**src/hdl/apg_pkg.sv**
```systemverilog
package apg_pkg;

    localparam int MaxPoints   = 64;
    localparam int CordicSteps = 20;
    localparam int CntW        = $clog2(MaxPoints + 1);
    localparam int IdxW        = 6;
    localparam int StepIdxW    = $clog2(CordicSteps);
    localparam logic [24:0] FullCircleQ16 = 25'd23592960;
    localparam logic [31:0] CordicGain    = 32'd2608131496;

    // Datapath values: 32-bit radius times the gain gives 48 guard-bit values;
    // the CORDIC vector can grow past that, so 52 bits keep headroom.
    localparam int VecW = 52;

    // Quotient width for the step: angle (25b) << 24 over 360*D.
    localparam int NumW = 49;
    localparam int DenW = 15;
    localparam int StepW = 41;

    typedef struct packed {
        logic load;        // latch request and start validation
        logic div_start;   // start the step divider
        logic pt_start;    // start the CORDIC for the current point
        logic pt_next;     // advance to the next point index
    } apg_cmd_t;

    typedef struct packed {
        logic req_bad;     // latched request fails the range checks
        logic div_done;
        logic pt_done;
        logic pt_last;     // current point index is the final one
    } apg_sts_t;

    function automatic logic [31:0] atan_turns(input logic [4:0] k);
        logic [31:0] r;
        unique case (k)
            5'd0:  r = 32'h20000000; 5'd1:  r = 32'h12E4051E;
            5'd2:  r = 32'h09FB385B; 5'd3:  r = 32'h051111D4;
            5'd4:  r = 32'h028B0D43; 5'd5:  r = 32'h0145D7E1;
            5'd6:  r = 32'h00A2F61E; 5'd7:  r = 32'h00517C55;
            5'd8:  r = 32'h0028BE53; 5'd9:  r = 32'h00145F2F;
            5'd10: r = 32'h000A2F98; 5'd11: r = 32'h000517CC;
            5'd12: r = 32'h00028BE6; 5'd13: r = 32'h000145F3;
            5'd14: r = 32'h0000A2FA; 5'd15: r = 32'h0000517D;
            5'd16: r = 32'h000028BE; 5'd17: r = 32'h0000145F;
            5'd18: r = 32'h00000A30; 5'd19: r = 32'h00000518;
            5'd20: r = 32'h0000028C; 5'd21: r = 32'h00000146;
            5'd22: r = 32'h000000A3; 5'd23: r = 32'h00000051;
            5'd24: r = 32'h00000029; 5'd25: r = 32'h00000014;
            5'd26: r = 32'h0000000A; 5'd27: r = 32'h00000005;
            5'd28: r = 32'h00000003; 5'd29: r = 32'h00000001;
            5'd30: r = 32'h00000001; 5'd31: r = 32'h00000000;
            default: r = 32'h0;
        endcase
        return r;
    endfunction

endpackage

```
**src/hdl/apg_datapath.sv**
```systemverilog
module apg_datapath (
    input  logic                 aclk,
    input  logic                 aresetn,
    input  apg_pkg::apg_cmd_t    cmd,
    output apg_pkg::apg_sts_t    sts,
    input  logic [15:0]          tolerance,
    input  logic [31:0]          in_radius,
    input  logic [24:0]          in_degrees,
    input  logic [15:0]          in_count,
    output logic [32:0]          point_x,
    output logic [32:0]          point_y,
    output logic [5:0]           point_number
);
    import apg_pkg::*;

    logic [31:0]       radius_reg;
    logic [24:0]       degrees_reg;
    logic [15:0]       count_reg;
    logic              bad_reg;
    logic [NumW-1:0]   rem_reg;
    logic [StepW-1:0]  quo_reg;
    logic [DenW-1:0]   den_reg;
    logic [5:0]        div_cnt_reg;
    logic              div_busy_reg;
    logic              div_done_reg;
    logic [6:0]        idx_reg;
    logic [47:0]       phase_acc_reg;
    logic [VecW-1:0]   x0_reg;
    logic signed [VecW-1:0] cx_reg, cy_reg;
    logic signed [32:0]     cz_reg;
    logic [1:0]        quad_reg;
    logic [StepIdxW:0] k_reg;
    logic              cor_busy_reg;
    logic              pt_done_reg;
    logic [32:0]       px_reg, py_reg;

    // Validation: all compares on the latched request.
    logic [32:0] tol_ext, deg_ext, rad_ext, full_plus_tol, deg_diff;
    logic        full_circle;
    logic [DenW-1:0] den_w;
    always_comb begin
        tol_ext       = {17'd0, tolerance};
        deg_ext       = {8'd0, degrees_reg};
        rad_ext       = {1'b0, radius_reg};
        full_plus_tol = {8'd0, FullCircleQ16} + tol_ext;
        deg_diff      = (deg_ext >= {8'd0, FullCircleQ16}) ? deg_ext - {8'd0, FullCircleQ16}
                                                          : {8'd0, FullCircleQ16} - deg_ext;
        full_circle   = (deg_diff <= tol_ext);
        den_w         = 15'(360 * (full_circle ? count_reg[6:0] : (count_reg[6:0] - 7'd1)));
    end

    always_ff @(posedge aclk) begin
        if (cmd.load) begin
            radius_reg  <= in_radius;
            degrees_reg <= in_degrees;
            count_reg   <= in_count;
        end
        bad_reg <= (rad_ext <= tol_ext) || (deg_ext <= tol_ext) || (deg_ext > full_plus_tol)
                   || (count_reg < 16'd2) || (count_reg > 16'(MaxPoints));
    end

    // Restoring divider, one quotient bit per cycle.
    logic [NumW:0] trial;
    always_comb trial = {rem_reg, quo_reg[StepW-1]} - {{(NumW+1-DenW){1'b0}}, den_reg};

    always_ff @(posedge aclk) begin
        if (!aresetn) begin
            div_busy_reg <= 1'b0;
            div_done_reg <= 1'b0;
        end else if (cmd.div_start) begin
            div_busy_reg <= 1'b1;
            div_done_reg <= 1'b0;
            div_cnt_reg  <= 6'(StepW);
        end else if (div_busy_reg) begin
            if (div_cnt_reg == 6'd1) begin
                div_busy_reg <= 1'b0;
                div_done_reg <= 1'b1;
            end
            div_cnt_reg <= div_cnt_reg - 6'd1;
        end
    end

    // Dividend is the angle shifted up by 24 bits. Its top 8 bits are below the
    // smallest divisor, so they start out as the partial remainder and only
    // the low 41 bits are shifted through the quotient register.
    always_ff @(posedge aclk) begin
        if (cmd.div_start) begin
            rem_reg <= {41'd0, degrees_reg[24:17]};
            quo_reg <= {degrees_reg[16:0], 24'd0};
            den_reg <= den_w;
        end else if (div_busy_reg) begin
            if (!trial[NumW]) begin
                rem_reg <= trial[NumW-1:0];
                quo_reg <= {quo_reg[StepW-2:0], 1'b1};
            end else begin
                rem_reg <= {rem_reg[NumW-2:0], quo_reg[StepW-1]};
                quo_reg <= {quo_reg[StepW-2:0], 1'b0};
            end
        end
    end

    // Point sequencer and CORDIC.
    logic signed [VecW-1:0] dx, dy;
    logic signed [32:0] at;
    always_comb begin
        dx = cy_reg >>> k_reg;
        dy = cx_reg >>> k_reg;
        at = {1'b0, atan_turns(5'(k_reg))};
    end

    logic signed [VecW-1:0] rx, ry;
    logic signed [VecW+1:0] fx, fy;
    always_comb begin
        unique case (quad_reg)
            2'd0: begin rx = cx_reg;  ry = cy_reg;  end
            2'd1: begin rx = -cy_reg; ry = cx_reg;  end
            2'd2: begin rx = -cx_reg; ry = -cy_reg; end
            default: begin rx = cy_reg; ry = -cx_reg; end
        endcase
        fx = ($signed({{2{rx[VecW-1]}}, rx}) + 54'sd32768) >>> 16;
        fy = ($signed({{2{ry[VecW-1]}}, ry}) + 54'sd32768) >>> 16;
    end

    function automatic logic [32:0] sat33(input logic signed [VecW+1:0] v);
        if (v > 54'sd4294967295) return 33'h0FFFFFFFF;
        if (v < -54'sd4294967296) return 33'h100000000;
        return v[32:0];
    endfunction

    logic [63:0] gain_prod;
    always_comb gain_prod = radius_reg * CordicGain;

    logic [31:0] phase;
    always_comb phase = phase_acc_reg[39:8];

    always_ff @(posedge aclk) begin
        if (!aresetn) begin
            cor_busy_reg <= 1'b0;
            pt_done_reg  <= 1'b0;
        end else if (cmd.pt_start) begin
            cor_busy_reg <= 1'b1;
            pt_done_reg  <= 1'b0;
        end else if (cor_busy_reg && k_reg == (StepIdxW+1)'(CordicSteps)) begin
            cor_busy_reg <= 1'b0;
            pt_done_reg  <= 1'b1;
        end else if (cmd.pt_next) begin
            pt_done_reg  <= 1'b0;
        end
    end

    always_ff @(posedge aclk) begin
        x0_reg <= VecW'((gain_prod + 64'd32768) >> 16);
        if (cmd.div_start) begin
            idx_reg       <= '0;
            phase_acc_reg <= '0;
        end else if (cmd.pt_next) begin
            idx_reg       <= idx_reg + 7'd1;
            phase_acc_reg <= phase_acc_reg + 48'(quo_reg);
        end
        if (cmd.pt_start) begin
            cx_reg   <= x0_reg;
            cy_reg   <= '0;
            cz_reg   <= {3'b000, phase[29:0]};
            quad_reg <= phase[31:30];
            k_reg    <= '0;
        end else if (cor_busy_reg && k_reg != (StepIdxW+1)'(CordicSteps)) begin
            if (!cz_reg[32]) begin
                cx_reg <= cx_reg - dx;
                cy_reg <= cy_reg + dy;
                cz_reg <= cz_reg - at;
            end else begin
                cx_reg <= cx_reg + dx;
                cy_reg <= cy_reg - dy;
                cz_reg <= cz_reg + at;
            end
            k_reg <= k_reg + 1'b1;
        end else if (cor_busy_reg) begin
            px_reg <= sat33(fx);
            py_reg <= sat33(fy);
        end
    end

    assign sts.req_bad  = bad_reg;
    assign sts.div_done = div_done_reg;
    assign sts.pt_done  = pt_done_reg;
    assign sts.pt_last  = (idx_reg + 7'd1) == count_reg[6:0];
    assign point_x      = px_reg;
    assign point_y      = py_reg;
    assign point_number = idx_reg[5:0];
endmodule

```
**src/hdl/apg_controller.sv**
```systemverilog
module apg_controller (
    input  logic              aclk,
    input  logic              aresetn,
    input  logic              in_valid,
    output logic              in_ready,
    output logic              out_valid,
    input  logic              out_ready,
    output logic              out_last,
    output logic              out_bad,
    output apg_pkg::apg_cmd_t cmd,
    input  apg_pkg::apg_sts_t sts
);
    import apg_pkg::*;

    typedef enum logic [6:0] {
        S_IDLE  = 7'b0000001,
        S_CHECK = 7'b0000010,
        S_BAD   = 7'b0000100,
        S_DIV   = 7'b0001000,
        S_WDIV  = 7'b0010000,
        S_PT    = 7'b0100000,
        S_OUT   = 7'b1000000
    } state_t;

    state_t state_reg, state_next;
    logic   wait_reg;

    // The range checks are registered from the latched request and settle in the cycle after it is latched.
    always_ff @(posedge aclk) begin
        if (!aresetn) begin
            state_reg <= S_IDLE;
            wait_reg  <= 1'b0;
        end else begin
            state_reg <= state_next;
            wait_reg  <= (state_reg != S_CHECK) && (state_next == S_CHECK);
        end
    end

    always_comb begin
        state_next = state_reg;
        cmd        = '0;
        unique case (state_reg)
            S_IDLE: begin
                if (in_valid) begin
                    cmd.load   = 1'b1;
                    state_next = S_CHECK;
                end
            end
            S_CHECK: if (!wait_reg) state_next = sts.req_bad ? S_BAD : S_DIV;
            S_BAD:   if (out_ready) state_next = S_IDLE;
            S_DIV: begin
                cmd.div_start = 1'b1;
                state_next    = S_WDIV;
            end
            S_WDIV: begin
                if (sts.div_done) begin
                    cmd.pt_start = 1'b1;
                    state_next   = S_PT;
                end
            end
            S_PT: if (sts.pt_done) state_next = S_OUT;
            S_OUT: begin
                if (out_ready) begin
                    if (sts.pt_last) state_next = S_IDLE;
                    else begin
                        cmd.pt_next = 1'b1;
                        state_next  = S_WDIV;
                    end
                end
            end
            default: state_next = S_IDLE;
        endcase
    end

    assign in_ready  = (state_reg == S_IDLE);
    assign out_valid = (state_reg == S_BAD) || (state_reg == S_OUT);
    assign out_bad   = (state_reg == S_BAD);
    assign out_last  = (state_reg == S_BAD) || sts.pt_last;
endmodule

```
**src/hdl/arc_points_generator_unit.sv**
```systemverilog
// Arc point generator. Each input item (radius, swept angle, point count N)
// yields N result items with the points of a circular arc about the origin,
// the first at (radius, 0); a full circle leaves out the repeated endpoint.
// An invalid request yields one item with tuser bad_request and tlast set.
// One request is handled at a time: validation and the serial step divider
// (one quotient bit per cycle), then the shared iterative CORDIC for each
// point, and an output stall holds the next point back. The user must write
// compare_tolerance through cfg_wr_en/cfg_wr_data only while idle; the
// block itself does not enforce this.
module arc_points_generator_unit (
    input  logic        aclk,
    input  logic        aresetn,
    input  logic        cfg_wr_en,
    input  logic [15:0] cfg_wr_data,
    input  logic        s_tvalid,
    output logic        s_tready,
    // arc_radius[31:0], arc_degrees[56:32], point_count[72:57], zero fill
    input  logic [79:0] s_tdata,
    output logic        m_tvalid,
    input  logic        m_tready,
    // point_x[32:0], point_y[65:33], point_number[71:66]
    output logic [71:0] m_tdata,
    // bad_request
    output logic        m_tuser,
    output logic        m_tlast
);
    import apg_pkg::*;

    logic [15:0] tol_reg;
    apg_cmd_t    cmd;
    apg_sts_t    sts;
    logic [32:0] px, py;
    logic [5:0]  pn;
    logic        bad;

    always_ff @(posedge aclk) begin
        if (!aresetn) tol_reg <= 16'd1;
        else if (cfg_wr_en) tol_reg <= cfg_wr_data;
    end

    apg_controller u_ctrl (
        .aclk(aclk), .aresetn(aresetn),
        .in_valid(s_tvalid), .in_ready(s_tready),
        .out_valid(m_tvalid), .out_ready(m_tready),
        .out_last(m_tlast), .out_bad(bad),
        .cmd(cmd), .sts(sts)
    );

    apg_datapath u_dp (
        .aclk(aclk), .aresetn(aresetn), .cmd(cmd), .sts(sts),
        .tolerance(tol_reg),
        .in_radius(s_tdata[31:0]), .in_degrees(s_tdata[56:32]),
        .in_count(s_tdata[72:57]),
        .point_x(px), .point_y(py), .point_number(pn)
    );

    // A bad request carries all-zero coordinates and index.
    assign m_tdata = bad ? 72'd0 : {pn, py, px};
    assign m_tuser = bad;

    // The last flag goes out exactly once per request: with it, the block idles.
    a_last_idle: assert property (@(posedge aclk) disable iff (!aresetn)
        (m_tvalid && m_tready && m_tlast) |=> s_tready)
        else $error("block not idle after last item");
    // Bad items always close their run.
    a_bad_last: assert property (@(posedge aclk) disable iff (!aresetn)
        (m_tvalid && m_tuser) |-> m_tlast)
        else $error("bad item without last");
    // No input is taken while results are pending.
    a_no_overlap: assert property (@(posedge aclk) disable iff (!aresetn)
        m_tvalid |-> !s_tready)
        else $error("input ready during output");
endmodule
```
**config.mk**
```make
export PLATFORM = sky130hd
export DESIGN_NAME = arc_points_generator_unit
export DESIGN_NICKNAME = d
export VERILOG_FILES = /design/src/hdl/apg_pkg.sv /design/src/hdl/apg_datapath.sv /design/src/hdl/apg_controller.sv /design/src/hdl/arc_points_generator_unit.sv
export SDC_FILE = /design/constraint.sdc
export NUM_CORES = 2
export LEC_CHECK = 0
export BUFFER_PORTS_ARGS = -buffer_cell sky130_fd_sc_hd__buf_4
export CORE_UTILIZATION = 35
export CTS_BUF_LIST = sky130_fd_sc_hd__clkbuf_8
export CTS_CLUSTER_SIZE = 20
export DETAILED_ROUTE_END_ITERATION = 6
export REMOVE_ABC_BUFFERS = 1
export SYNTH_ARGS = -nofsm -noshare
export SYNTH_HDL_FRONTEND = slang
export SYNTH_HIERARCHICAL = 1
export SYNTH_SLANG_ARGS = --single-unit
```
**constraint.sdc**
```tcl
create_clock -name aclk -period 8.7 [get_ports aclk]
set_input_delay 1.74 -clock aclk [delete_from_list [all_inputs] [get_ports aclk]]
set_output_delay 1.74 -clock aclk [all_outputs]
set_load 0.02 [all_outputs]
```
==> flow_summary.json <==
{
  "status": "finished, final reports clean",
  "setup_tns_ps": 0,
  "crit_path_top_delay_cell": "fa_1",
  "yosysUniqueCellTypes": 108,
  "synth_seq_cells": 546,
  "gp_congestion": 1.01,
  "overflow": 0,
  "maxCapViolCount": 0,
  "worst_slew_pin_slew_ps": 1100,
  "first_pass_iters": 6,
  "synth_ff_type": "dfxtp_1",
  "synthAdderAreaFrac_pct": 25.9,
  "antenna_found_initial": 8,
  "clk_latency_ps": 840,
  "drv_slew": 0,
  "dp_hpwl_um": 167000,
  "num_rows": 160,
  "synth_area_leaders": "fa_1 (14%), ha_1 (12%), edfxtp_1 (12%)",
  "crit_fanout": 5,
  "ios": 177,
  "required_ps": 9380,
  "core_um2": 191000,
  "ant_nets": 0,
  "area_delta_synth_final_pct": 12.7,
  "async_reset_ff_share_pct": 0,
  "ys_warn_count": 6,
  "wl_per_cell_um": 20.3,
  "end_kind": "register",
  "grt_setup_unrepaired": "yes",
  "drc": 0,
  "min_period_ps": 8470,
  "initial_core_util_pct": 35.3,
  "fp.dieArea_um2": 194000,
  "grt_pass1_vias": 55622,
  "yosys.area.top_type": "fa_1",
  "via_per_inst": 5.48,
  "synth_edf_count": 262,
  "cp.arrival_ps": 9150,
  "fin_skew_ps": 76.7,
  "dp_cells": 10077,
  "syn_area_um2": 67200,
  "netlist_instances": 7429,
  "seq_area_frac_synth_pct": 20.2,
  "fmax_mhz": 118,
  "max_stage_delay_ps": 560,
  "cts.clk_slew.worst_paths_ps": 60,
  "cts.sink_count": 546,
  "rr_worst_depth": 27,
  "clockRootBuffer": "clkbuf_8",
  "layout-drive-gt1-share_pct": 15.1,
  "holdPathStages": 2,
  "synthSimpleGateAreaFrac_pct": 14.2,
  "utilization_pct": 39.8,
  "synth_xor_area_share_pct": 7.75,
  "cts_inserted_buffers": 99,
  "start_kind": "register",
  "final-seq-area_um2": 13600,
  "die_h_um": 440,
  "hp-class": "register to register",
  "grt_util_all_layers_pct": 21.3,
  "cts_tree": "done",
  "hold_violations": 0,
  "synth_top_family_by_area": "adder cells",
  "fin_nets": 8910,
  "vias": 56395,
  "cts.path.max_buffers": 3,
  "cp_common_cell": "fa_1",
  "final_cells": 10295,
  "wirelength_um": 209000,
  "synth_top_area_share_pct": 14.0,
  "synthMuxAreaShare_pct": 9.04,
  "n_fill_cell": 19062,
  "synth-compound-area-share_pct": 15.8,
  "avgSynthCellArea_um2": 9.05,
  "critPathKind": "register to register",
  "chipWidth_um": 440,
  "grt_pass1_wl_um": 324000,
  "layout_worst_path_cycle_share_pct": 97.4,
  "grt_max_degree": 111,
  "htree_levels": 3,
  "setup_viol_count_final": 0,
  "multi_input_area_um2": 49700,
  "drt_iter0_drc": 4500,
  "io_buffer_count": 169,
  "relSlewSlack_pct": 26.3,
  "postCtsHoldBufs": 0
}
## routing by layer
| metal | up-vias | wire length [um] | track usage [%] |
|---|---|---|---|
| met5 | - | 0 | 0 |
| met4 | 0 | 8660 | 8.20 |
| met3 | 382 | 13600 | 3.11 |
| met2 | 1936 | 94000 | 34.0 |
| met1 | 27367 | 93000 | 28.8 |
| li1 | 26710 | - | - |
## metrics by stage
stage	cell area, um2	hold WS, ps	setup WS (ps)
6_report	75800	475	227
5_1_grt	75800	517	-55.4
4_1_cts	74900	474	3.24
3_5_place_dp	72700	459	-282
3_3_place_gp	72700	455	-233
2_1_floorplan	65600	389	-12140
## cell usage after synthesis (31+ instances only)
cell        n
fa_1      471
buf_2      45
buf_1      57
a21o_1    145
mux2i_1   179
o21bai_1   32
o21ai_2    32
clkbuf_1  238
nor2b_1   146
dfxtp_1   284
ha_1      640
nand2b_1   60
nor2_1    503
o21ai_1    45
xnor2_1   331
a211oi_1   69
nand4_1    73
o21a_1     61
or2_2      31
xor2_1    264
o41ai_1    39
and2_1     51
a31oi_1    82
mux2_2     77
nand3_1   113
nor3_1    108
edfxtp_1  262
nor4_1     48
and3_1     84
inv_1     821
or3_1      60
o21ai_0   346
a21oi_1   419
o31ai_1    60
nand2_1   526
mux4_2    152
## path summary, 6_finish.rpt
check                       from              end  slack, ps
max          u_dp/radius_reg[12]  u_dp/x0_reg[42]        230
min              u_dp/cz_reg[31]  u_dp/cz_reg[31]        480
max reg2reg  u_dp/radius_reg[12]  u_dp/x0_reg[42]        230
min reg2reg      u_dp/cz_reg[31]  u_dp/cz_reg[31]        480
## cell type report
cell class,count,area share (%)
flip-flops and latches,546,17.9
repair buffers,541,5.52
diodes,5,0.0165
well taps,2511,4.14
clock buffers,120,2.18
inverters,825,4.11
multi-input cells,5685,65.5
clock inverters,62,0.604
## timing repair
| item | in CTS | in global routing |
|---|---|---|
| buffers inserted | 4 | 28 |
| resized for setup | 27 | 147 |
| pin swaps | 5 | 83 |
| setup endpoints to repair | 6 | 13 |
## layout by cell type (no fill, tap or decap), types with 277 or more instances in the layout
cell type | Yosys | final
inv_1 | 821 | 821
ha_1 | 640 | 615
nand2_1 | 526 | 523
buf_4 | 16 | 522
nor2_1 | 503 | 497
fa_1 | 471 | 455
a21oi_1 | 419 | 408
o21ai_0 | 346 | 337
xnor2_1 | 331 | 330
dfxtp_1 | 284 | 277
## worst max-delay path: cells and delay by family, from the launching register on
kind	cells	cell delay, ps
adder cells (fa/ha/maj)	9	4410
AND/OR/NAND/NOR	6	1640
AO/OA/AOI/OAI	4	880
buffers and inverters	7	720
flip-flops	1	500
XOR/XNOR	1	150
## cell families after synthesis
logic type                 count (synthesis)
xor gates and xnor gates                 595
DFF                                      546
AOI/OAI and AO/OA                       1640
buffers and inverters                   1198
adders and majority gates               1111
muxes                                    408
and+or+nand+nor                         1931
Power is not shown: default switching activity piles up to over one toggle a cycle in this logic, so the estimate is an artifact.
